**src/rtl/sha512c_pkg.sv**
```systemverilog
// Shared types, constants and functions of the SHA-512 compression core.
// No dependencies.
package sha512c_pkg;

  localparam int WORD_W          = 64;
  localparam int HASH_WORDS      = 8;
  localparam int BLOCK_BYTES     = 128;
  localparam int BLOCK_WORDS     = BLOCK_BYTES / 8;
  localparam int ROUNDS          = 80;
  localparam int ROUND_W         = 7;
  localparam int WCNT_W          = 4;
  localparam int IDX_W           = 3;
  localparam int CFG_IDX_W       = 4;
  localparam int QUEUE_DEPTH_DEF = 16;

  typedef struct packed {
    logic [WORD_W-1:0] message_word;
    logic              message_start;
    logic              final_block;
  } in_t;

  typedef struct packed {
    logic [WORD_W-1:0] digest_word;
    logic [IDX_W-1:0]  digest_index;
    logic              digest_last;
  } out_t;

  // Classified request handed from front to engine
  typedef struct packed {
    logic [WORD_W-1:0] word;
    logic              start;
    logic              blk_end;
    logic              final_blk;
  } entry_t;

  typedef enum logic [2:0] {
    ST_LOAD,
    ST_PREP,
    ST_ROUND,
    ST_ADD,
    ST_EMIT
  } eng_state_t;

  function automatic logic [WORD_W-1:0] rotr64(input logic [WORD_W-1:0] x,
                                               input int unsigned n);
    rotr64 = (x >> n) | (x << (WORD_W - n));
  endfunction

  function automatic logic [WORD_W-1:0] round_k(input logic [ROUND_W-1:0] t);
    case (t)
      7'd0:  round_k = 64'h428a2f98d728ae22;
      7'd1:  round_k = 64'h7137449123ef65cd;
      7'd2:  round_k = 64'hb5c0fbcfec4d3b2f;
      7'd3:  round_k = 64'he9b5dba58189dbbc;
      7'd4:  round_k = 64'h3956c25bf348b538;
      7'd5:  round_k = 64'h59f111f1b605d019;
      7'd6:  round_k = 64'h923f82a4af194f9b;
      7'd7:  round_k = 64'hab1c5ed5da6d8118;
      7'd8:  round_k = 64'hd807aa98a3030242;
      7'd9:  round_k = 64'h12835b0145706fbe;
      7'd10: round_k = 64'h243185be4ee4b28c;
      7'd11: round_k = 64'h550c7dc3d5ffb4e2;
      7'd12: round_k = 64'h72be5d74f27b896f;
      7'd13: round_k = 64'h80deb1fe3b1696b1;
      7'd14: round_k = 64'h9bdc06a725c71235;
      7'd15: round_k = 64'hc19bf174cf692694;
      7'd16: round_k = 64'he49b69c19ef14ad2;
      7'd17: round_k = 64'hefbe4786384f25e3;
      7'd18: round_k = 64'h0fc19dc68b8cd5b5;
      7'd19: round_k = 64'h240ca1cc77ac9c65;
      7'd20: round_k = 64'h2de92c6f592b0275;
      7'd21: round_k = 64'h4a7484aa6ea6e483;
      7'd22: round_k = 64'h5cb0a9dcbd41fbd4;
      7'd23: round_k = 64'h76f988da831153b5;
      7'd24: round_k = 64'h983e5152ee66dfab;
      7'd25: round_k = 64'ha831c66d2db43210;
      7'd26: round_k = 64'hb00327c898fb213f;
      7'd27: round_k = 64'hbf597fc7beef0ee4;
      7'd28: round_k = 64'hc6e00bf33da88fc2;
      7'd29: round_k = 64'hd5a79147930aa725;
      7'd30: round_k = 64'h06ca6351e003826f;
      7'd31: round_k = 64'h142929670a0e6e70;
      7'd32: round_k = 64'h27b70a8546d22ffc;
      7'd33: round_k = 64'h2e1b21385c26c926;
      7'd34: round_k = 64'h4d2c6dfc5ac42aed;
      7'd35: round_k = 64'h53380d139d95b3df;
      7'd36: round_k = 64'h650a73548baf63de;
      7'd37: round_k = 64'h766a0abb3c77b2a8;
      7'd38: round_k = 64'h81c2c92e47edaee6;
      7'd39: round_k = 64'h92722c851482353b;
      7'd40: round_k = 64'ha2bfe8a14cf10364;
      7'd41: round_k = 64'ha81a664bbc423001;
      7'd42: round_k = 64'hc24b8b70d0f89791;
      7'd43: round_k = 64'hc76c51a30654be30;
      7'd44: round_k = 64'hd192e819d6ef5218;
      7'd45: round_k = 64'hd69906245565a910;
      7'd46: round_k = 64'hf40e35855771202a;
      7'd47: round_k = 64'h106aa07032bbd1b8;
      7'd48: round_k = 64'h19a4c116b8d2d0c8;
      7'd49: round_k = 64'h1e376c085141ab53;
      7'd50: round_k = 64'h2748774cdf8eeb99;
      7'd51: round_k = 64'h34b0bcb5e19b48a8;
      7'd52: round_k = 64'h391c0cb3c5c95a63;
      7'd53: round_k = 64'h4ed8aa4ae3418acb;
      7'd54: round_k = 64'h5b9cca4f7763e373;
      7'd55: round_k = 64'h682e6ff3d6b2b8a3;
      7'd56: round_k = 64'h748f82ee5defb2fc;
      7'd57: round_k = 64'h78a5636f43172f60;
      7'd58: round_k = 64'h84c87814a1f0ab72;
      7'd59: round_k = 64'h8cc702081a6439ec;
      7'd60: round_k = 64'h90befffa23631e28;
      7'd61: round_k = 64'ha4506cebde82bde9;
      7'd62: round_k = 64'hbef9a3f7b2c67915;
      7'd63: round_k = 64'hc67178f2e372532b;
      7'd64: round_k = 64'hca273eceea26619c;
      7'd65: round_k = 64'hd186b8c721c0c207;
      7'd66: round_k = 64'heada7dd6cde0eb1e;
      7'd67: round_k = 64'hf57d4f7fee6ed178;
      7'd68: round_k = 64'h06f067aa72176fba;
      7'd69: round_k = 64'h0a637dc5a2c898a6;
      7'd70: round_k = 64'h113f9804bef90dae;
      7'd71: round_k = 64'h1b710b35131c471b;
      7'd72: round_k = 64'h28db77f523047d84;
      7'd73: round_k = 64'h32caab7b40c72493;
      7'd74: round_k = 64'h3c9ebe0a15c9bebc;
      7'd75: round_k = 64'h431d67c49c100d4c;
      7'd76: round_k = 64'h4cc5d4becb3e42b6;
      7'd77: round_k = 64'h597f299cfc657e2a;
      7'd78: round_k = 64'h5fcb6fab3ad6faec;
      7'd79: round_k = 64'h6c44198c4a475817;
      default: round_k = '0;
    endcase
  endfunction

endpackage

```
**src/rtl/sha512c_fifo.sv**
```systemverilog
// Request queue between front and engine, register based.
// Depends on sha512c_pkg (entry_t).
module sha512c_fifo #(
  parameter int DEPTH = sha512c_pkg::QUEUE_DEPTH_DEF
) (
  input  logic                clk,
  input  logic                rst_n,
  input  logic                push,
  input  sha512c_pkg::entry_t push_data,
  output logic                full,
  output logic                pop_valid,
  input  logic                pop_ready,
  output sha512c_pkg::entry_t pop_data
);
  import sha512c_pkg::*;

  localparam int AW = (DEPTH > 1) ? $clog2(DEPTH) : 1;
  localparam int CW = $clog2(DEPTH + 1);
  localparam logic [AW-1:0] LAST_PTR = AW'(DEPTH - 1);
  localparam logic [CW-1:0] FULL_CNT = CW'(DEPTH);

  entry_t        mem_r [DEPTH];
  logic [AW-1:0] wr_ptr_r, wr_ptr_nxt;
  logic [AW-1:0] rd_ptr_r, rd_ptr_nxt;
  logic [CW-1:0] cnt_r, cnt_nxt;
  logic          pop;

  assign full      = (cnt_r == FULL_CNT);
  assign pop_valid = (cnt_r != '0);
  assign pop       = pop_valid && pop_ready;
  assign pop_data  = mem_r[rd_ptr_r];

  always_comb begin
    wr_ptr_nxt = wr_ptr_r;
    rd_ptr_nxt = rd_ptr_r;
    cnt_nxt    = cnt_r;
    if (push) begin
      wr_ptr_nxt = (wr_ptr_r == LAST_PTR) ? '0 : wr_ptr_r + AW'(1);
    end
    if (pop) begin
      rd_ptr_nxt = (rd_ptr_r == LAST_PTR) ? '0 : rd_ptr_r + AW'(1);
    end
    if (push && !pop) begin
      cnt_nxt = cnt_r + CW'(1);
    end else if (pop && !push) begin
      cnt_nxt = cnt_r - CW'(1);
    end
  end

  always_ff @(posedge clk) begin
    if (!rst_n) begin
      wr_ptr_r <= '0;
      rd_ptr_r <= '0;
      cnt_r    <= '0;
    end else begin
      wr_ptr_r <= wr_ptr_nxt;
      rd_ptr_r <= rd_ptr_nxt;
      cnt_r    <= cnt_nxt;
    end
  end

  always_ff @(posedge clk) begin
    if (push) begin
      mem_r[wr_ptr_r] <= push_data;
    end
  end

endmodule

```
**config.mk**
```make
export PLATFORM = sky130hd
export DESIGN_NAME = sha512c_fifo
export DESIGN_NICKNAME = d
export VERILOG_FILES = /design/src/rtl/sha512c_pkg.sv /design/src/rtl/sha512c_fifo.sv
export SDC_FILE = /design/constraint.sdc
export NUM_CORES = 1
export LEC_CHECK = 0
export BUFFER_PORTS_ARGS = -buffer_cell sky130_fd_sc_hd__buf_4
export CAP_MARGIN = 30
export CORE_MARGIN = 1.5
export CORE_UTILIZATION = 64
export CTS_BUF_LIST = sky130_fd_sc_hd__clkbuf_8
export CTS_CLUSTER_SIZE = 25
export DETAILED_ROUTE_END_ITERATION = 8
export PLACE_DENSITY_LB_ADDON = 0.1
export SYNTH_ARGS = -nofsm -noshare
export SYNTH_HDL_FRONTEND = slang
export SYNTH_SLANG_ARGS = --single-unit
```
**constraint.sdc**
```tcl
create_clock -name clk -period 3.7 [get_ports clk]
set_input_delay 0.185 -clock clk [delete_from_list [all_inputs] [get_ports clk]]
set_output_delay 0.185 -clock clk [all_outputs]
set_load 0.05 [all_outputs]
```
==> Word level (Yosys, flattened, before mapping) <==
Memories as Yosys holds them, arrays and structs flattened. A register that Yosys moved wholly into a read port is not among the register bits.
Index checks and enable logic that the tools add are counted.
{ "word_totals": {"register_bits": 13, "latch_bits": 0, "ram_bits": 1072, "mem_bits_ro": 0, "out_inout_bits": 69, "mem_count": 1} }
{ "classes": {"add_sub_neg": 4, "mul": 0, "n_div": 0, "n_lt_le_gt_ge": 0, "n_eq_ne": 3, "shift": 0, "mux": 8, "bitwise": 0, "n_reduce_logical": 7} }
{ "mem_list": {"columns": ["name", "depth", "width", "rd", "rd_ports_with_merged_regs", "wr", "line_no", "text"], "rows": [
  ["mem_r", 16, 67, 1, 1, 1, "sha512c_fifo.sv:22", "entry_t mem_r [DEPTH];"]
]} }
{ "op_table": {"columns": ["op", "n"], "rows": [
  ["2-to-1 mux 4 bit", 4],
  ["2-to-1 mux 5 bit", 2],
  ["adder 4 x 1 -> 4 bit, second input constant", 2],
  ["equality test 4 bit, second input constant", 2],
  ["adder 5 x 1 -> 5 bit, second input constant", 1],
  ["equality test 5 bit, second input constant", 1],
  ["nonzero test 5 bit", 1],
  ["subtractor 5 x 1 -> 5 bit, second input constant", 1],
  ["logical AND 1 bit", 3],
  ["logical NOT 1 bit", 2],
  ["2-to-1 mux 1 bit", 2],
  ["nonzero test 2 bit", 1]
]} }

==> Logic depth before layout (Yosys ltp) <==
Gate-level depths: netlist (run 1).
{ "depth": {"ltp_word": 5, "depth_mapped": 9, "ltp_nobuf": 9} }

==> Worst setup path before layout (run 1) <==
No wires, ideal clock.
{ "synth_path": {"path_type": "input -> register", "from": "input push", "to": "memory mem_r[0][0] (netlist bit) (enable)", "setup_time_ps": 432, "t_arrival_ps": 2308, "setup_slack_ps": 960, "cell_stages": 3, "path_buffers": 1, "path_cell_list": "clkbuf_1 -> nor3b_1 -> and2_1"} }
{ "synth_via": {"elab_chain_len": 2} }
{ "synth_rtl": {"columns": ["item", "line_no", "text"], "rows": [
  ["from (decl)", "sha512c_fifo.sv:8", "input logic push,"],
  ["2-to-1 mux 1 bit", "sha512c_fifo.sv:63", "if (push) begin"],
  ["2-to-1 mux 1 bit (implied by the code)", "sha512c_fifo.sv:64", "mem_r[wr_ptr_r] <= push_data;"],
  ["to (decl)", "sha512c_fifo.sv:22", null]
]} }
Every way passes these cells.

==> results.tsv, run 1 <==
stage	metric	value	unit
status	outcome	complete, no violations	
finish	layout filler cell count	3469	
grt	largest net degree at the start of global routing	117	
clock_tree	post-CTS setup buffer count	0	
detailed_routing	vias post-DR	19600	
clock_tree	Clock Tree Buf Depth	3	
floorplanning	Ports	140	
sta	RSZ-0062 raised after global routing	false	
critical_path	startpoint types	flop	
critical_path	CP max stage delay	0.58	ns
floorplanning	initial core utilization	64.8	%
clock_tree	clock slew at reported path FFs	0.06	ns
yosys	top cells by count, synth	1072 x edfxtp_1, 268 x mux4_2, 134 x a22oi_1	
floorplanning	die width	256	um
yosys	synth unique cells	37	
grt	initial antenna violation count	3	
critical_path	CP Capture Point	pop_data[16]	
detailed_routing	Antenna Nets Post-Route	0	
critical_path	Worst Path Required	3.51	ns
grt	grt ovf	0	
min_path	Min-Delay Path Class	in -> reg	
critical_path	CP Capture Type	output port	
sta	maximum achievable frequency	308	MHz
sta	normalized max-slew margin	39.4	%
yosys	top cell type by total area after synthesis	edfxtp_1	
critical_path	total stage count of the critical path	5	
yosys	Synth Net Count	1823	
critical_path	Worst R2R Path Depth	9	
grt	global-route wire length before repair	128	mm
clock_tree	Skew-Pair Late Insertion Delay	0.81	ns
detailed_routing	DRT Wirelength	85.8	mm
clock_tree	CTS tree	built	
critical_path	Buffers & Inverters on Critical Path	2	
sta	Min Hold Slack	0.219	ns
sta	Tmin final	3.25	ns
yosys	sequential-to-total area share from yosys stat	79.5	%
grt	GR Util All Layers	27.0	%
finish	share of cells above drive strength 1	30.8	%
place	hpwl dp	42.7	mm
critical_path	crit-path cells	buf_4, mux4_2, a22oi_1, nand2_1, buf_4	
detailed_routing	number of remaining DRC errors	0	
pwr	VDD IR max	601	uV
critical_path	worst r2r src	cnt_r[0]	
detailed_routing	vias per cell	6.40	
sta	Max Transition Viols Final	0	
floorplanning	row cnt	92	
critical_path	crit-path most repeated cell	buf_4	
critical_path	Arrival @ worst endpoint	3.06	ns
yosys	Ys Warns	0	
yosys	top cells by area, synth	edfxtp_1 79%, mux4_2 15%, a22oi_1 2.5%	
sta	Setup WS post-layout	0.452	ns
pwr	leakage power	15.2	nW
place	Placer Congestion	0.730	
floorplanning	Core Region	63200	um^2
critical_path	worst-path fanout max	29	
floorplanning	full die area	65500	um^2
sta	Setup TNS	0	ns
pwr	pwr dens	599	nW/um^2
yosys	Post-synth ARST share	0	%
sta	Layout Skew	0.0322	ns
finish	nets@finish	2154	
detailed_routing	DRT iter0 DRCs	1987	
sta	Least-Margin Pin Slew	0.908	ns
detailed_routing	DR pass1 iterations	5	
critical_path	Worst Path Class, Setup	reg -> out	
floorplanning	height of the die	256	um
detailed_routing	drt wl/cell	28.0	um
pwr	Pwr Total	28.1	mW
sta	Final Hold Vio Count	0	
yosys	Main synth FF type	edfxtp_1	
sta	Tcrit/Tclk final	87.8	%
grt	number of global-route vias before repair	20600	
yosys	Synth Register Bits	1089	
yosys	top-area cell type share of the netlist area	78.7	%
yosys	EDFF count, synth	1072	
place	pre-CTS setup slack	0.941	ns
yosys	most common cell in the netlist	edfxtp_1	
clock_tree	Num CTS Buffers	166	
yosys	Post-Synthesis Cells	1742	
sta	Final setup viols	0	
place	Port Buffers	139	
run	max cap viols	0	
finish	area grow syn2layout	14.7	%
clock_tree	CTS root buf	clkbuf_8	
yosys	Post-Syn Area	40900	um^2
clock_tree	Sink Count	1089	
yosys	Avg Synthesized Cell Area	23.5	um^2
critical_path	Largest delay share family, worst path	buffers and inverters	
critical_path	CP max stage cell	mux4_2	
clock_tree	H-tree levels	4	
critical_path	reg2reg end	cnt_r[3]	
critical_path	R2R Setup Slk	0.90	ns
==> stage by stage <==
stage	util, %	instances	area, um^2
after CTS	74.3	3056	46900
after global routing	74.3	3057	46900
final	74.3	3058	46900
after floorplan	-	1742	40900
after global placement	68.5	2681	43300
after detailed placement	68.5	2681	43300
==> logic make-up (layout without fill, tap and decap cells) <==
family / count (synthesis) / after routing / share of synthesized area, %
compound gates: 150 / 150 / 2.72
xor+xnor: 4 / 4 / 0.0856
fa+ha+maj: 10 / 10 / 0.324
buf+inv: 95 / 563 / 1.15
flops: 1089 / 1089 / 79.5
mux: 272 / 272 / 14.8
other cells: 0 / 2 / 0
simple gates: 122 / 122 / 1.40
==> where the power goes <==
group	switching (mW)	total, mW	leakage, nW	internal [mW]
clock network	4.43	8.83	1.77	4.39
logic	3.06	5.49	3.58	2.43
registers	0.101	13.8	9.82	13.7
total	7.60	28.1	15.2	20.5
==> routing by layer <==
metal  global-route usage [%]  wire, um
met1                     39.4     34200
met2                     42.2     42400
met3                     5.77      7510
met4                     8.19      1660
met5                        0        21
==> registers in the layout, summed over array words and instances (netlist names), named ones only <==
signal,cells
cnt_r,5
mem_r,1072
rd_ptr_r,4
wr_ptr_r,4
==> final cells by class <==
class | count | area, um^2 | share of cell area [%]
Sequential cell | 1089 | 32500 | 69.3
Multi-Input combinational cell | 558 | 7990 | 17.0
Clock buffer | 176 | 2420 | 5.16
Timing Repair Buffer | 255 | 2360 | 5.04
Tap cell | 846 | 1060 | 2.26
Clock inverter | 129 | 544 | 1.16
Inverter | 3 | 11.3 | 0.0240
Antenna cell | 2 | 5.00 | 0.0107
==> worst min path at each step <==
stage / from / slack, ns / depth (start not counted) / end
2_1_floorplan: push_data[0] / 0.28 / 0 / mem_r[0][0]
3_3_place_gp: push_data[6] / 0.47 / 1 / mem_r[0][6]
3_5_place_dp: push_data[63] / 0.48 / 1 / mem_r[4][63]
4_1_cts: push_data[63] / 0.16 / 2 / mem_r[10][63]
5_1_grt: push_data[63] / 0.20 / 2 / mem_r[4][63]
6_report: push_data[19] / 0.22 / 2 / mem_r[6][19]
==> layout by cell type (no fill, tap or decap), types with 2 or more instances in the layout <==
cell type / netlist / layout
dfxtp_4: 0 / 2
xnor2_1: 4 / 4
nand3_1: 7 / 7
ha_1: 9 / 9
nor2b_4: 0 / 2
nor2b_1: 5 / 3
inv_1: 3 / 71
nor2_1: 3 / 2
nand2b_1: 3 / 3
nand2_1: 74 / 74
clkinvlp_4: 0 / 5
inv_6: 0 / 2
buf_12: 0 / 22
and2_1: 23 / 6
clkinv_1: 0 / 34
clkbuf_8: 0 / 176
a21boi_0: 2 / 2
mux4_2: 268 / 268
clkinv_2: 0 / 19
mux2i_1: 4 / 4
dlygate4sd3_1: 0 / 70
dfxtp_1: 17 / 15
edfxtp_1: 1072 / 1072
o21ai_0: 3 / 3
a22oi_1: 134 / 134
and2_4: 0 / 17
diode_2: 0 / 2
buf_4: 22 / 163
a21oi_1: 4 / 4
==> timing repair <==
| item | in CTS | in global routing |
|---|---|---|
| gates resized for setup | 0 | 0 |
| hold endpoints to repair | 1089 | 0 |
| hold buffers | 70 | 0 |
No activity file was read; power rests on OpenSTA's default activity.
==> run 2: changes to the inputs <==
--- a/config.mk
+++ b/config.mk
@@ -8,7 +8,7 @@
 export BUFFER_PORTS_ARGS = -buffer_cell sky130_fd_sc_hd__buf_4
 export CAP_MARGIN = 30
 export CORE_MARGIN = 1.5
-export CORE_UTILIZATION = 64
+export CORE_UTILIZATION = 45
 export CTS_BUF_LIST = sky130_fd_sc_hd__clkbuf_8
 export CTS_CLUSTER_SIZE = 25
 export DETAILED_ROUTE_END_ITERATION = 8
==> run 2 against run 1 <==
  * Sequential power is essentially flat
  * Total power grew 2.7%
  * Die area grew 42%
  * First-iteration DRC count down 7.7%
  * Non-clock buffer count is 19 higher
  * Clock skew down 0.0050 ns
  * Sequential cell count unchanged
  * Via count is 0.90% lower
  * Register-to-register slack got worse by 0.10 ns
  * Routed wire length rose by 11%
  * Hold slack got worse by 0.011 ns
==> results.tsv, run 2 (synthesis gave the netlist of run 1 again) <==
stage	metric	value	unit	change
critical_path	startpoint types	flop		
floorplanning	initial core utilization	45.5	%	-19 points
clock_tree	CTS tree	built		
critical_path	CP Capture Type	output port		
place	hpwl dp	48.4	mm	+13%
detailed_routing	Antenna Nets Post-Route	0		unchanged
finish	Most flops, register	mem_r		
place	Placer Congestion	0.721		-1.3%
critical_path	CP max stage cell	dfxtp_4		
min_path	Hold Path Sink	mem_r[6][21]		
detailed_routing	drt wl/cell	27.8	um	-0.76%
clock_tree	Clock Tree Buf Depth	3		unchanged
sta	Tmin final	3.40	ns	+0.150 ns
critical_path	Arrival @ worst endpoint	3.21	ns	+0.15 ns
finish	top flop regs	mem_r (1072), cnt_r (5)		
run	max cap viols	0		unchanged
critical_path	Worst R2R Path Depth	9		unchanged
detailed_routing	vias post-DR	19400		-0.90%
critical_path	crit-path cells	buf_12, mux4_2, a22oi_1, nand2_1, buf_4		
clock_tree	clock slew at reported path FFs	0.06	ns	about the same
sta	Min Hold Slack	0.208	ns	-0.0110 ns
sta	Layout Skew	0.0272	ns	-0.00497 ns
sta	Tcrit/Tclk final	91.8	%	+4.0 points
clock_tree	Sink Count	1089		unchanged
grt	global-route wire length before repair	140	mm	+9.4%
clock_tree	CTS root buf	clkbuf_8		
finish	most common cell after layout, fill and taps aside	edfxtp_1		
place	Port Buffers	139		unchanged
pwr	leakage power	15.3	nW	+1.0%
status	outcome	complete, no violations		
finish	layout filler cell count	7074		+100%
min_path	Min-Delay Path Class	in -> reg		
critical_path	worst r2r src	cnt_r[0]		
critical_path	Worst Path Required	3.51	ns	about the same
place	placed cell areas	43900	um^2	+1.5%
grt	largest net degree at the start of global routing	62		-47%
pwr	Pwr Total	28.9	mW	+2.7%
floorplanning	height of the die	305	um	+19%
sta	Max Transition Viols Final	0		unchanged
floorplanning	Core Region	90000	um^2	+42%
clock_tree	H-tree levels	4		unchanged
grt	GR Util All Layers	20.9	%	-6.1 points
clock_tree	Num CTS Buffers	173		+4.2%
sta	RSZ-0062 raised after global routing	false		
finish	share of cells above drive strength 1	31.9	%	+1.1 points
sta	normalized max-slew margin	38.9	%	-0.50 points
detailed_routing	vias per cell	5.69		-11%
finish	nets@finish	2180		+1.2%
min_path	hold path start	push_data[21]		
floorplanning	Ports	140		unchanged
grt	initial antenna violation count	6		+3
critical_path	CP max stage delay	0.81	ns	+0.23 ns
grt	number of global-route vias before repair	21100		+2.4%
finish	commonest non-fill, non-tap cells in the layout	1072 x edfxtp_1, 268 x mux4_2, 181 x clkbuf_8		
detailed_routing	DR pass1 iterations	5		unchanged
clock_tree	Skew-Pair Late Insertion Delay	0.81	ns	about the same
critical_path	reg2reg end	cnt_r[3]		
grt	grt ovf	0		unchanged
floorplanning	die width	305	um	+19%
critical_path	worst-path fanout max	28		-3.4%
min_path	hold path depth	2		unchanged
finish	Design Area, Final	47800	um^2	+1.8%
pwr	VDD IR max	363	uV	-40%
clock_tree	CTS resizes	0		unchanged
finish	max FFs per register	1072		unchanged
sta	Setup TNS	0	ns	unchanged
sta	maximum achievable frequency	294	MHz	-4.4%
detailed_routing	DRT Wirelength	94.9	mm	+11%
floorplanning	full die area	92800	um^2	+42%
sta	Least-Margin Pin Slew	0.916	ns	+0.00757 ns
floorplanning	row cnt	110		+20%
finish	area grow syn2layout	16.7	%	
critical_path	R2R Setup Slk	0.80	ns	-0.10 ns
pwr	pwr dens	605	nW/um^2	+0.90%
detailed_routing	DRT iter0 DRCs	1834		-7.7%
sta	Final Hold Vio Count	0		unchanged
sta	Final setup viols	0		unchanged
detailed_routing	number of remaining DRC errors	0		unchanged
critical_path	Worst Path Class, Setup	reg -> out		
## run 2: cell count changes in the layout (fill, tap and decap cells not counted), sizes merged
cell	delta
buf	+19
inv	-13
clkinv	+8
clkbuf	+5
bufinv	+3
clkinvlp	-3
diode	+2
## run 2: layout make-up
type	instances	area [um^2]	share of cell area, %
diodes	4	10.0	0.0210
clock buffers	181	2490	5.21
clock inverters	124	671	1.40
well taps	1176	1470	3.08
multi-input cells	558	7990	16.7
inverters	3	11.3	0.0236
flip-flops and latches	1089	32500	68.1
repair buffers	274	2580	5.41
## run 2: critical path, delay by kind of cell (launching register included)
family	cells	cell delay, ns
buf+inv	2	0.57
mux	1	0.54
compound gates	1	0.24
flops	1	0.81
simple gates	1	0.21
## run 2: layer usage
| metal | up-vias | track usage [%] | share of wire, % |
|---|---|---|---|
| met5 | - | 0 | 0.056 |
| met4 | 8 | 5.69 | 1.6 |
| met3 | 128 | 4.14 | 5.5 |
| met2 | 578 | 34.5 | 50 |
| met1 | 10500 | 28.5 | 43 |
| li1 | 8212 | - | - |
## run 2: through the flow
| step | utilization, % | setup WS, ns | cells |
|---|---|---|---|
| after floorplan | - | 0.960 | 1742 |
| after global placement | 48.8 | 0.934 | 3030 |
| after detailed placement | 48.8 | 0.873 | 3030 |
| after CTS | 53.1 | 0.186 | 3405 |
| after global routing | 53.1 | 0.125 | 3407 |
| final | 53.1 | 0.302 | 3409 |
## run 2: what timing repair did
item | in CTS | in global routing
endpoints found under the hold margin | 1089 | 0
hold buffers | 70 | 0
buffers inserted | 0 | 0
## run 2: how the worst max path moves through the flow
| stage | startpoint | endpoint | slack [ns] | cells after the start |
|---|---|---|---|---|
| floorplan | push | mem_r[0][0] | 0.96 | 3 |
| global placement | cnt_r[0] | cnt_r[3] | 0.93 | 9 |
| detailed placement | cnt_r[0] | cnt_r[3] | 0.87 | 9 |
| CTS | flop | pop_data[14] | 0.19 | 5 |
| global route | flop | pop_data[6] | 0.13 | 5 |
| finish | flop | pop_data[1] | 0.30 | 5 |
## run 2: where the power goes
part / internal, mW / leakage (nW) / switching, mW / total, mW
clock: 4.76 / 1.81 / 4.64 / 9.40
combinational: 2.51 / 3.70 / 3.09 / 5.60
sequential: 13.7 / 9.82 / 0.173 / 13.9
