--- config.mk ---
export PLATFORM = sky130hd
export DESIGN_NAME = sha512c_front
export DESIGN_NICKNAME = d
export VERILOG_FILES = /design/src/rtl/sha512c_pkg.sv /design/src/rtl/sha512c_front.sv
export SDC_FILE = /design/constraint.sdc
export NUM_CORES = 1
export LEC_CHECK = 0
export ABC_AREA = 1
export BUFFER_PORTS_ARGS = -buffer_cell sky130_fd_sc_hd__buf_2
export CAP_MARGIN = 30
export CORE_ASPECT_RATIO = 1.25
export CORE_MARGIN = 1.5
export CORE_UTILIZATION = 24
export DETAILED_ROUTE_END_ITERATION = 8
export HOLD_SLACK_MARGIN = 0.06
export PLACE_DENSITY_LB_ADDON = 0.2
export SETUP_SLACK_MARGIN = 0.05
export SLEW_MARGIN = 30
export SYNTH_ARGS = -nofsm -noshare
export SYNTH_HDL_FRONTEND = slang
export SYNTH_SLANG_ARGS = --single-unit
export TNS_END_PERCENT = 20
--- constraint.sdc ---
create_clock -name clk -period 1.3 [get_ports clk]
set_clock_uncertainty 0.2 [all_clocks]
set_input_delay 0.065 -clock clk [delete_from_list [all_inputs] [get_ports clk]]
set_output_delay 0.065 -clock clk [all_outputs]
set_load 0.01 [all_outputs]
--- src/rtl/sha512c_pkg.sv ---
// Shared types, constants and functions of the SHA-512 compression core.
// No dependencies.
package sha512c_pkg;

  localparam int WORD_W          = 64;
  localparam int HASH_WORDS      = 8;
  localparam int BLOCK_BYTES     = 128;
  localparam int BLOCK_WORDS     = BLOCK_BYTES / 8;
  localparam int ROUNDS          = 80;
  localparam int ROUND_W         = 7;
  localparam int WCNT_W          = 4;
  localparam int IDX_W           = 3;
  localparam int CFG_IDX_W       = 4;
  localparam int QUEUE_DEPTH_DEF = 16;

  typedef struct packed {
    logic [WORD_W-1:0] message_word;
    logic              message_start;
    logic              final_block;
  } in_t;

  typedef struct packed {
    logic [WORD_W-1:0] digest_word;
    logic [IDX_W-1:0]  digest_index;
    logic              digest_last;
  } out_t;

  // Classified request handed from front to engine
  typedef struct packed {
    logic [WORD_W-1:0] word;
    logic              start;
    logic              blk_end;
    logic              final_blk;
  } entry_t;

  typedef enum logic [2:0] {
    ST_LOAD,
    ST_PREP,
    ST_ROUND,
    ST_ADD,
    ST_EMIT
  } eng_state_t;

  function automatic logic [WORD_W-1:0] rotr64(input logic [WORD_W-1:0] x,
                                               input int unsigned n);
    rotr64 = (x >> n) | (x << (WORD_W - n));
  endfunction

  function automatic logic [WORD_W-1:0] round_k(input logic [ROUND_W-1:0] t);
    case (t)
      7'd0:  round_k = 64'h428a2f98d728ae22;
      7'd1:  round_k = 64'h7137449123ef65cd;
      7'd2:  round_k = 64'hb5c0fbcfec4d3b2f;
      7'd3:  round_k = 64'he9b5dba58189dbbc;
      7'd4:  round_k = 64'h3956c25bf348b538;
      7'd5:  round_k = 64'h59f111f1b605d019;
      7'd6:  round_k = 64'h923f82a4af194f9b;
      7'd7:  round_k = 64'hab1c5ed5da6d8118;
      7'd8:  round_k = 64'hd807aa98a3030242;
      7'd9:  round_k = 64'h12835b0145706fbe;
      7'd10: round_k = 64'h243185be4ee4b28c;
      7'd11: round_k = 64'h550c7dc3d5ffb4e2;
      7'd12: round_k = 64'h72be5d74f27b896f;
      7'd13: round_k = 64'h80deb1fe3b1696b1;
      7'd14: round_k = 64'h9bdc06a725c71235;
      7'd15: round_k = 64'hc19bf174cf692694;
      7'd16: round_k = 64'he49b69c19ef14ad2;
      7'd17: round_k = 64'hefbe4786384f25e3;
      7'd18: round_k = 64'h0fc19dc68b8cd5b5;
      7'd19: round_k = 64'h240ca1cc77ac9c65;
      7'd20: round_k = 64'h2de92c6f592b0275;
      7'd21: round_k = 64'h4a7484aa6ea6e483;
      7'd22: round_k = 64'h5cb0a9dcbd41fbd4;
      7'd23: round_k = 64'h76f988da831153b5;
      7'd24: round_k = 64'h983e5152ee66dfab;
      7'd25: round_k = 64'ha831c66d2db43210;
      7'd26: round_k = 64'hb00327c898fb213f;
      7'd27: round_k = 64'hbf597fc7beef0ee4;
      7'd28: round_k = 64'hc6e00bf33da88fc2;
      7'd29: round_k = 64'hd5a79147930aa725;
      7'd30: round_k = 64'h06ca6351e003826f;
      7'd31: round_k = 64'h142929670a0e6e70;
      7'd32: round_k = 64'h27b70a8546d22ffc;
      7'd33: round_k = 64'h2e1b21385c26c926;
      7'd34: round_k = 64'h4d2c6dfc5ac42aed;
      7'd35: round_k = 64'h53380d139d95b3df;
      7'd36: round_k = 64'h650a73548baf63de;
      7'd37: round_k = 64'h766a0abb3c77b2a8;
      7'd38: round_k = 64'h81c2c92e47edaee6;
      7'd39: round_k = 64'h92722c851482353b;
      7'd40: round_k = 64'ha2bfe8a14cf10364;
      7'd41: round_k = 64'ha81a664bbc423001;
      7'd42: round_k = 64'hc24b8b70d0f89791;
      7'd43: round_k = 64'hc76c51a30654be30;
      7'd44: round_k = 64'hd192e819d6ef5218;
      7'd45: round_k = 64'hd69906245565a910;
      7'd46: round_k = 64'hf40e35855771202a;
      7'd47: round_k = 64'h106aa07032bbd1b8;
      7'd48: round_k = 64'h19a4c116b8d2d0c8;
      7'd49: round_k = 64'h1e376c085141ab53;
      7'd50: round_k = 64'h2748774cdf8eeb99;
      7'd51: round_k = 64'h34b0bcb5e19b48a8;
      7'd52: round_k = 64'h391c0cb3c5c95a63;
      7'd53: round_k = 64'h4ed8aa4ae3418acb;
      7'd54: round_k = 64'h5b9cca4f7763e373;
      7'd55: round_k = 64'h682e6ff3d6b2b8a3;
      7'd56: round_k = 64'h748f82ee5defb2fc;
      7'd57: round_k = 64'h78a5636f43172f60;
      7'd58: round_k = 64'h84c87814a1f0ab72;
      7'd59: round_k = 64'h8cc702081a6439ec;
      7'd60: round_k = 64'h90befffa23631e28;
      7'd61: round_k = 64'ha4506cebde82bde9;
      7'd62: round_k = 64'hbef9a3f7b2c67915;
      7'd63: round_k = 64'hc67178f2e372532b;
      7'd64: round_k = 64'hca273eceea26619c;
      7'd65: round_k = 64'hd186b8c721c0c207;
      7'd66: round_k = 64'heada7dd6cde0eb1e;
      7'd67: round_k = 64'hf57d4f7fee6ed178;
      7'd68: round_k = 64'h06f067aa72176fba;
      7'd69: round_k = 64'h0a637dc5a2c898a6;
      7'd70: round_k = 64'h113f9804bef90dae;
      7'd71: round_k = 64'h1b710b35131c471b;
      7'd72: round_k = 64'h28db77f523047d84;
      7'd73: round_k = 64'h32caab7b40c72493;
      7'd74: round_k = 64'h3c9ebe0a15c9bebc;
      7'd75: round_k = 64'h431d67c49c100d4c;
      7'd76: round_k = 64'h4cc5d4becb3e42b6;
      7'd77: round_k = 64'h597f299cfc657e2a;
      7'd78: round_k = 64'h5fcb6fab3ad6faec;
      7'd79: round_k = 64'h6c44198c4a475817;
      default: round_k = '0;
    endcase
  endfunction

endpackage

--- src/rtl/sha512c_front.sv ---
// Input front: accepts message words and tags block boundaries.
// Depends on sha512c_pkg (in_t, entry_t).
module sha512c_front (
  input  logic                clk,
  input  logic                rst_n,
  input  logic                in_valid,
  output logic                in_ready,
  input  sha512c_pkg::in_t    in_data,
  output logic                push,
  output sha512c_pkg::entry_t push_data,
  input  logic                q_full
);
  import sha512c_pkg::*;

  localparam logic [WCNT_W-1:0] LAST_WORD = WCNT_W'(BLOCK_WORDS - 1);

  logic [WCNT_W-1:0] wcnt_r, wcnt_nxt;
  logic [WCNT_W-1:0] wcnt_eff;
  logic              blk_end;

  assign in_ready = !q_full;
  assign push     = in_valid && in_ready;

  // a start request abandons any partial block
  assign wcnt_eff = in_data.message_start ? '0 : wcnt_r;
  assign blk_end  = (wcnt_eff == LAST_WORD);

  always_comb begin
    push_data.word      = in_data.message_word;
    push_data.start     = in_data.message_start;
    push_data.blk_end   = blk_end;
    push_data.final_blk = in_data.final_block;
    wcnt_nxt            = wcnt_r;
    if (push) begin
      wcnt_nxt = blk_end ? '0 : wcnt_eff + WCNT_W'(1);
    end
  end

  always_ff @(posedge clk) begin
    if (!rst_n) begin
      wcnt_r <= '0;
    end else begin
      wcnt_r <= wcnt_nxt;
    end
  end

endmodule

Word-level counts from Yosys, hierarchy flattened
Index checks and enable logic that the tools add are counted.
W data, S select, Z words.
{ "word_totals": {"elab_cells": 7, "output_inout_bits": 69, "inputBits": 70, "ff_bits": 4} }
{ "op_classes": {"n_mux": 2, "n_addsub": 1, "eq_ne": 1, "n_reduce_logical": 2} }
{ "op_table": {"columns": ["op", "n"], "rows": [
  ["$mux W4", 2],
  ["$add A4 B1 Y4 const B", 1],
  ["$eq A4 B4 Y1 const B", 1],
  ["$logic_and A1 B1 Y1", 1],
  ["$logic_not A1 Y1", 1]
]} }

Logic depth before layout (Yosys ltp)
Gate-level depths: netlist (run 1).
{ "depth": {"depth_word": 3, "mapped_depth": 9, "ltp_nobuf": 9} }

Worst setup path before layout (run 1)
OpenSTA, ideal clock, no wires.
{ "synth_timing": {"path_kind": "register to register", "from": "reg wcnt_r[1]", "to": "reg wcnt_r[3]", "path_stages_with_launch": 9, "synth_period_minus_slack_ps": 1269, "arrival_ps": 955, "setup_slack_ps": 31, "required_time_ps": 986, "n_path_buf": 0, "setup_ps": 114, "path_cell_list": "dfxtp_1 -> inv_1 -> nor2_1 -> ha_1 -> nand2_1 -> nor2_1 -> nor2_2 -> nand2_1 -> a21oi_2"} }
{ "synth_via": {"elab_chain_len": 3, "word_cells_on_any_way": 4, "classes_between": "1 x add/sub; 1 x eq/ne; 2 x mux"} }
{ "synth_rtl": {"columns": ["element", "line", "text"], "rows": [
  ["start: declaration", "sha512c_front.sv:17", "logic [WCNT_W-1:0] wcnt_r, wcnt_nxt;"],
  ["start signal: assignment", "sha512c_front.sv:43", "wcnt_r <= wcnt_nxt;"],
  ["$mux W4", "sha512c_front.sv:25", "assign wcnt_eff = in_data.message_start ? '0 : wcnt_r;"],
  ["$eq A4 B4 Y1", "sha512c_front.sv:26", "assign blk_end = (wcnt_eff == LAST_WORD);"],
  ["named net blk_end", "sha512c_front.sv:19", "logic blk_end;"],
  ["$mux W4", "sha512c_front.sv:35", "wcnt_nxt = blk_end ? '0 : wcnt_eff + WCNT_W'(1);"]
]} }
The timed path passes the listed nets, and every way through them passes these cells.
A chain may end at the register's enable or synchronous reset.

==> metrics, run 1 <==
status=finished, violations left; failing checks=setup timing; P per Cell Area=512 nW/um2; FP Rows=22; Req. time, crit path=1030 ps; largest net degree at the start of global routing=6; CP top delay family=flip-flops; crit end category=output pin; number of antenna cells inserted=0; post-synthesis cell count=around 110; WL met3=272 um; Max stage delay on crit path=320 ps; total track usage=approximately a tenth; nets@finish=197; Final setup viols=2; detailed-route via count=approximately 640; Die W=53.0 um; Fmax=725 MHz; Cells on Worst Hold Path=5; Slew @ Worst Pin=248 ps; Remaining DRCs=0; Overflow after GRT=0; cells on worst reg2reg path=9; Max Slew Vio Count=0; pre-CTS setup slack=-2.14 ps; Seq cells post-synth=4; core area=about 3000 um2; Worst EP arrival=approximately 1100 ps; Metal-1 WL=517 um; max_cap viols=0; WP buf/inv=2; Hold Vio Cnt, Final=0; slowest CP cell=dfxtp_2; initial core utilization=between 20 and 30%; cells taking the most area after synthesis=buf_4 (67%), dfxtp_1 (11%), nand2_1 (4.0%); Yosys top cell area share=67.1%; Synth area leader=buf_4; total routed wirelength=1900 um; 1st-iter DRT viols=0; Pwr Total=0.000583 W; crit path kind=reg2out; H-tree depth=1; post-synth net total=around 180; final period utilization=106%; clock root buffer=clkbuf_4; die span in y=65.5 um; initial antenna violation count=0; Synth Flop Type=dfxtp_1; YS warnings=0; WHS Endpoint=wcnt_r[0]; post-DP HPWL=904 um; EDFF count, synth=0; count of input and output buffers=8; Syn Area/Cell=approximately 7 um2; count leader, synth=buf_4; vias in the first global route=546; max reg flops=4; Startpoint Class=flip-flop; WL met2=1100 um; routed len/inst=11.9 um; FF-to-FF End=wcnt_r[3]; synth unique cells=16; Routability Congestion=0.700; Post-synth top cells=buf_4 (67), nand2_1 (8), inv_1 (5); Cell Chain, Critical Path=inv_2, nor2_4, ha_4, nand2_4, nor2_4, buf_6; Clk pin slew, worst setup/hold paths=40 ps; share of cells above drive strength 1=26.6%; die area=3470 um2; sequential fraction of the synthesis area=10.7%; Worst Path Max Fanout=2; Reg2Reg Setup Slack=-30 ps; Leakage=0.518 nW; first drt pass iteration count=1; reg-to-reg startpoint=wcnt_r[1]; Worst Hold Launch=in_valid; RSZ-0062 raised after global routing=yes; CTS max path bufs=2; most flop-heavy register=wcnt_r; CTS tree=yes; top sig layer=met4; total CTS buffers=3; Slew HR=83.5%; Num Clock Sinks=4; Post-DRT Antenna Nets=0; Final WS setup=-78.7 ps; Synth async-reset ratio=0%; CP startpoint=wcnt_r[1]; CP most frequent cell=nor2_4; Post-Syn Area=749 um2; vias per inst=4.03; post-layout min period=1380 ps; Area Overhead vs Synth=51.9%; I/O Pins=139; Max VDD drop=0.278 mV; Clock Latency Late Sink=about 230 ps; Largest regs=wcnt_r x4; wire length of the first global-routing pass=around 2300 um; sum of negative setup slack=-111 ps; Min-Delay Path Class=in2reg
## repair_timing
| action | CTS | global route |
|---|---|---|
| endpoints found under the setup margin | 3 | 4 |
| endpoints found under the hold margin | 69 | 0 |
| pin swaps | 7 | 3 |
| hold buffers | 69 | 0 |
| buffers inserted | 3 | 2 |
| resized for setup | 5 | 7 |
## worst register-to-register path: stages, from the launching register on
cell and delay [ps]:
dfxtp_2 320, inv_2 50, nor2_4 90, ha_4 160, nand2_4 50, nor2_4 100, buf_4 120, nor2_2 20
nand2_1 70, a21oi_2 50
## per-layer routing
metal	global-route usage, %	vias to the layer above
li1	-	289
met1	7.45	268
met2	18.6	85
met3	2.73	2
met4	5.77	0
met5	0	-
## layout make-up
| cell class | count | area, um2 |
|---|---|---|
| Inverter | 9 | 33.8 |
| Tap cell | 36 | 45.0 |
| Timing Repair Buffer | 83 | 785 |
| Multi-Input combinational cell | 25 | 170 |
| Sequential cell | 4 | 82.6 |
| Fill cell | 299 | 1810 |
| Clock buffer | 3 | 22.5 |
## how the worst max path moves through the flow
stage,to,cells after the start
floorplan,wcnt_r[3],8
global placement,wcnt_r[3],8
detailed placement,wcnt_r[3],8
CTS,push_data[1],6
global route,push_data[1],6
finish,push_data[1],6
## where the power goes
part           internal [W]  total [W]  leakage (nW)  switching (W)
clock              0.000104   0.000159        0.0138      0.0000550
combinational      0.000168   0.000293         0.471       0.000125
sequential         0.000128   0.000131        0.0333     0.00000264
## layout by cell type, fill, tap and decap left out
cell	n
dlygate4sd3_1	68
buf_2	7
nand2_1	6
buf_4	6
inv_2	5
inv_1	4
a21oi_1	3
clkbuf_4	3
nand2_4	2
nor2_4	2
nand2_2	2
nor2_1	2
o21ai_1	2
dfxtp_2	2
dfxtp_1	2
nand3b_1	1
o21ai_0	1
nand3_1	1
nor2_2	1
a21oi_2	1
ha_4	1
dlymetal6s4s_1	1
buf_6	1
## per-stage QoR
step	std cells	instance area (um2)	util, %	hold WS (ps)
after floorplan	105	754	-	-32.3
after global placement	83	344	11.7	-69.9
after detailed placement	83	344	11.7	-69.9
after CTS	158	1090	37.2	59.0
after global routing	160	1140	38.7	103
final	160	1140	38.7	56.6
## cell families (layout without fill, tap and decap cells)
kind of cell	after synthesis	after routing	share of synthesized area, %
adders and majority gates	1	1	1.67
and+or+nand+nor	17	17	10.9
buffers and inverters	76	95	71.6
AOI/OAI and AO/OA	7	7	5.17
DFF	4	4	10.7
Power figures use the tool's default switching activity.
==> run 2, diff against run 1 <==
--- a/config.mk
+++ b/config.mk
@@ -6,12 +6,12 @@
 export NUM_CORES = 1
 export LEC_CHECK = 0
 export ABC_AREA = 1
-export BUFFER_PORTS_ARGS = -buffer_cell sky130_fd_sc_hd__buf_2
 export CAP_MARGIN = 30
 export CORE_ASPECT_RATIO = 1.25
 export CORE_MARGIN = 1.5
-export CORE_UTILIZATION = 24
+export CORE_UTILIZATION = 25
 export DETAILED_ROUTE_END_ITERATION = 8
+export DONT_BUFFER_PORTS = 1
 export HOLD_SLACK_MARGIN = 0.06
 export PLACE_DENSITY_LB_ADDON = 0.2
 export SETUP_SLACK_MARGIN = 0.05
==> run 2 against run 1 <==
Against the previous run:
- the flow finishes with violations (hold timing, setup timing)
- power fell by 6.6%
- combinational power fell by 10%
- maximum frequency fell by 0.99%
- die area fell by 3.8%
- sequential cell count did not move
- first-iteration DRC count rose by 7
- sequential share of layout area rose by 0.59 points
- register-to-register slack got worse by 20 ps
- setup slack got worse by 14 ps
- critical endpoint unchanged
- largest cell class unchanged
- largest power group unchanged
==> metrics, run 2 (synthesized netlist as in run 1, its figures left out) <==
1st-iter DRT viols=7 (was 0); largest net degree at the start of global routing=7 (was 6); initial antenna violation count=0 (unchanged); FP Rows=22 (unchanged); cells on worst reg2reg path=9 (unchanged); crit end category=output pin (unchanged); Overflow after GRT=0 (unchanged); P per Cell Area=525 nW/um2 (was 512 nW/um2); core area=2890 um2 (was 2950 um2); share of cells above drive strength 1=17.9% (was 26.6%); Worst Hold Launch=in_data[1] (was in_valid); Fmax=718 MHz (was 725 MHz); Area Overhead vs Synth=38.4% (was 51.9%); Clock Latency Late Sink=230 ps (about the same); Remaining DRCs=0 (unchanged); Routability Congestion=0.685 (was 0.700); Post-DRT Antenna Nets=0 (unchanged); Req. time, crit path=1030 ps (about the same); Cells on Worst Hold Path=3 (was 5); RSZ-0062 raised after global routing=yes (unchanged); Largest regs=wcnt_r x4 (unchanged); die area=3340 um2 (was 3470 um2); vias in the first global route=494 (was 546); Max VDD drop=0.209 mV (was 0.278 mV); most flop-heavy register=wcnt_r (unchanged); total routed wirelength=1670 um (was 1900 um); Die W=52.0 um (was 53.0 um); post-layout min period=1390 ps (was 1380 ps); count of input and output buffers=0 (was 8); CTS tree=yes (unchanged); Slew @ Worst Pin=175 ps (was 248 ps); total CTS buffers=3 (unchanged); clock root buffer=clkbuf_4 (unchanged); WHS Endpoint=wcnt_r[2] (was wcnt_r[0]); Post-CTS Hold Fix Bufs=68 (was 69); Num Clock Sinks=4 (unchanged); status=finished, violations left (unchanged); Startpoint Class=flip-flop (unchanged); CTS max path bufs=2 (unchanged); Slew HR=88.3% (was 83.5%); Max Slew Vio Count=0 (unchanged); number of antenna cells inserted=0 (unchanged); Worst EP arrival=1130 ps (was 1110 ps); H-tree depth=1 (unchanged); initial core utilization=25.9% (was 25.4%); routed len/inst=11.3 um (was 11.9 um); detailed-route via count=617 (was 644); Final WS setup=-92.5 ps (was -78.7 ps); Min Hold Slack=-107 ps (was 56.6 ps); I/O Pins=139 (unchanged); Min-Delay Path Class=in2reg (unchanged); first drt pass iteration count=4 (was 1); wire length of the first global-routing pass=1990 um (was 2270 um); failing checks=hold timing, setup timing (was setup timing); Final setup viols=2 (unchanged); post-placement cell area=312 um2 (was 344 um2); crit path kind=reg2out (unchanged); FF-to-FF End=wcnt_r[3] (unchanged); reg-to-reg startpoint=wcnt_r[1] (unchanged); Leakage=0.442 nW (was 0.518 nW); post-DP HPWL=943 um (was 904 um); max_cap viols=0 (unchanged); Hold Vio Cnt, Final=4 (was 0); FILL cells=296 (was 299); Worst Path Max Fanout=3 (was 2); Reg2Reg Setup Slack=-50 ps (was -30 ps); final period utilization=107% (was 106%); Clk pin slew, worst setup/hold paths=40 ps (about the same); nets@finish=185 (was 197); leading cell type in the layout, fill and taps excluded=dlygate4sd3_1 (unchanged); vias per inst=4.17 (was 4.03); most frequent cells in the layout=dlygate4sd3_1 (68), nand2_1 (7), inv_2 (5), inv_1 (4) (was dlygate4sd3_1 (68), buf_2 (7), nand2_1 (6), buf_4 (6), inv_2 (5)); final instance area=1040 um2 (was 1140 um2); max reg flops=4 (unchanged); die span in y=64.2 um (was 65.5 um); total track usage=8.42% (was 9.35%)
## run 2: metal layers
metal	vias up	wire (um)	track usage, %
met5	-	0	0
met4	0	22	4.93
met3	2	294	3.74
met2	92	958	17.6
met1	253	389	5.23
li1	270	-	-
## run 2: per-stage QoR
step                      utilization (%)  setup WS [ps]  total power (W)  setup TNS [ps]  std cells
final                                35.9          -92.5         0.000544            -143        148
after global routing                 35.9           -160         0.000579            -308        148
after CTS                            35.8           -164         0.000553            -277        148
after detailed placement             10.8          -4.09         0.000162           -4.09         76
after global placement               10.8           14.0         0.000162               0         76
after floorplan                         -           62.7         0.000363               0        105
## run 2: what timing repair did
action	4_1_cts	5_1_grt
gates cloned	0	0
hold endpoints to repair	71	4
endpoints found under the setup margin	3	4
resized for setup	5	1
pin swaps	4	3
setup buffers	1	0
## run 2: worst max path at each step
stage	start	endpoint	cells past startpoint
floorplan	wcnt_r[1]	wcnt_r[3]	8
global placement	wcnt_r[1]	wcnt_r[3]	8
detailed placement	wcnt_r[1]	wcnt_r[3]	8
CTS	wcnt_r[1]	push_data[1]	6
global route	wcnt_r[1]	push_data[1]	6
finish	wcnt_r[1]	push_data[1]	6
## run 2: cell type report
type	count	area, um2	share of cell area [%]
Sequential cell	4	81.3	7.84
Clock buffer	3	22.5	2.17
Inverter	9	33.8	3.26
Timing Repair Buffer	71	707	68.2
Multi-Input combinational cell	25	148	14.2
Tap cell	36	45.0	4.34
## run 2: worst max-delay path, stage by stage, from the launching register on
cell and delay [ps]:
dfxtp_2 320, inv_2 40, nor2_2 70, ha_2 200, nand2_2 60, nor2_4 90
buf_6 110
## run 2: report_power, final
part	total (W)	internal (W)	switching [W]
registers	0.000130	0.000128	0.00000214
logic	0.000263	0.000151	0.000112
clock network	0.000151	0.000103	0.0000482
==> run 3, diff against run 2 <==
--- a/config.mk
+++ b/config.mk
@@ -15,8 +15,8 @@
 export HOLD_SLACK_MARGIN = 0.06
 export PLACE_DENSITY_LB_ADDON = 0.2
 export SETUP_SLACK_MARGIN = 0.05
+export SKIP_CTS_REPAIR_TIMING = 1
 export SLEW_MARGIN = 30
 export SYNTH_ARGS = -nofsm -noshare
 export SYNTH_HDL_FRONTEND = slang
 export SYNTH_SLANG_ARGS = --single-unit
-export TNS_END_PERCENT = 20
==> run 3 against run 2 <==
Against the previous run:
- the flow still finishes with violations (hold timing, setup timing)
- combinational power hardly changed
- critical endpoint unchanged
- cell area is 0.24% lower
- final cell count stayed put
- non-clock buffer count stayed put
- die area stayed put
- core utilization is 0.087 points lower
- sequential cell count stayed put
- global-route usage is 1.8 points lower
- critical path type unchanged
- power is 0.20% lower
- critical path depth stayed put
==> metrics, run 3 (synthesized netlist as in run 1, its figures left out) <==
post-layout util=35.8% (was 35.9%); Final setup viols=2 (unchanged); largest net degree at the start of global routing=7 (unchanged); total track usage=6.63% (was 8.42%); die area=3340 um2 (unchanged); sum of negative setup slack=-245 ps (was -143 ps); Clock Latency Late Sink=230 ps (about the same); clock root buffer=clkbuf_4 (unchanged); vias per inst=4.16 (was 4.17); final period utilization=111% (was 107%); H-tree depth=1 (unchanged); Max VDD drop=0.207 mV (was 0.209 mV); Req. time, crit path=1030 ps (about the same); RSZ-0062 raised after global routing=yes (unchanged); Worst Path Max Fanout=3 (unchanged); total routed wirelength=1660 um (was 1670 um); die span in y=64.2 um (unchanged); routed len/inst=11.2 um (was 11.3 um); Min-Delay Path Class=in2reg (unchanged); Worst EP arrival=1180 ps (was 1130 ps); Slew HR=84.7% (was 88.3%); I/O Pins=139 (unchanged); final instance area=1030 um2 (was 1040 um2); vias in the first global route=337 (was 494); Remaining DRCs=0 (unchanged); most flop-heavy register=wcnt_r (unchanged); nets@finish=185 (unchanged); detailed-route via count=615 (was 617); count of input and output buffers=0 (unchanged); Die W=52.0 um (unchanged); total CTS buffers=3 (unchanged); max reg flops=4 (unchanged); Final WS setup=-146 ps (was -92.5 ps); Pwr Total=0.000543 W (was 0.000544 W); failing checks=hold timing, setup timing (unchanged); wire length of the first global-routing pass=1520 um (was 1990 um); initial antenna violation count=0 (unchanged); max_cap viols=0 (unchanged); Num Clock Sinks=4 (unchanged); Post-DRT Antenna Nets=0 (unchanged); Slew @ Worst Pin=229 ps (was 175 ps); core area=2890 um2 (unchanged); Hold Vio Cnt, Final=4 (unchanged); Startpoint Class=flip-flop (unchanged); post-DP HPWL=943 um (unchanged); post-layout min period=1450 ps (was 1390 ps); Overflow after GRT=0 (unchanged); most frequent cells in the layout=dlygate4sd3_1 (68), nand2_1 (7), inv_2 (5), inv_1 (4) (unchanged); Leakage=0.442 nW (about the same); post-placement cell area=312 um2 (unchanged); Clk pin slew, worst setup/hold paths=40 ps (about the same); share of cells above drive strength 1=17.0% (was 17.9%); first drt pass iteration count=3 (was 4); CTS tree=yes (unchanged); status=finished, violations left (unchanged); initial core utilization=25.9% (unchanged); Routability Congestion=0.685 (unchanged); crit end category=output pin (unchanged); Area Overhead vs Synth=38.1% (was 38.4%); 1st-iter DRT viols=5 (was 7); P per Cell Area=525 nW/um2 (about the same); Largest regs=wcnt_r x4 (unchanged); CTS max path bufs=2 (unchanged); Min Hold Slack=-119 ps (was -107 ps); number of antenna cells inserted=0 (unchanged); crit path kind=reg2out (unchanged); leading cell type in the layout, fill and taps excluded=dlygate4sd3_1 (unchanged); Fmax=692 MHz (was 718 MHz); FP Rows=22 (unchanged); Max Slew Vio Count=0 (unchanged)
-- run 3: worst max-delay path, stage by stage, from the launching register on --
cell and delay (ps):
dfxtp_2 320, inv_2 30, nor2_1 100, ha_2 200, nand2_2 60, nor2_4 120
buf_6 110
-- run 3: power breakdown --
part,switching (W),internal [W]
sequential,0.00000214,0.000128
clock,0.0000472,0.000103
combinational,0.000112,0.000151
total,0.000161,0.000382
-- run 3: final cells by class --
cell class | count | area [um2]
Fill cell | 301 | 1860
Timing Repair Buffer | 71 | 707
Multi-Input combinational cell | 25 | 145
Sequential cell | 4 | 81.3
Tap cell | 36 | 45.0
Inverter | 9 | 33.8
Clock buffer | 3 | 22.5
-- run 3: path summary, 6_finish.rpt --
kind / startpoint / endpoint / slack (ps) / depth (start not counted)
hold / removal: in_data[1] / wcnt_r[2] / -120 / 3
setup / recovery: wcnt_r[1] / push_data[1] / -150 / 6
setup reg to reg: wcnt_r[1] / wcnt_r[3] / -100 / 9
hold reg to reg: wcnt_r[1] / wcnt_r[1] / 250 / 2
-- run 3: metal layers --
layer  GRT usage (%)  wire [um]  share of wire [%]
met5               0          0                  0
met4            15.5         23                1.4
met3            5.14        307                 18
met2            7.28        941                 57
met1            3.67        387                 23
-- run 3: per-stage QoR --
stage | setup WS (ps) | instances
final | -146 | 148
after global placement | 14.0 | 76
after floorplan | 62.7 | 105
after detailed placement | -4.09 | 76
after CTS | -199 | 79
after global routing | -206 | 148
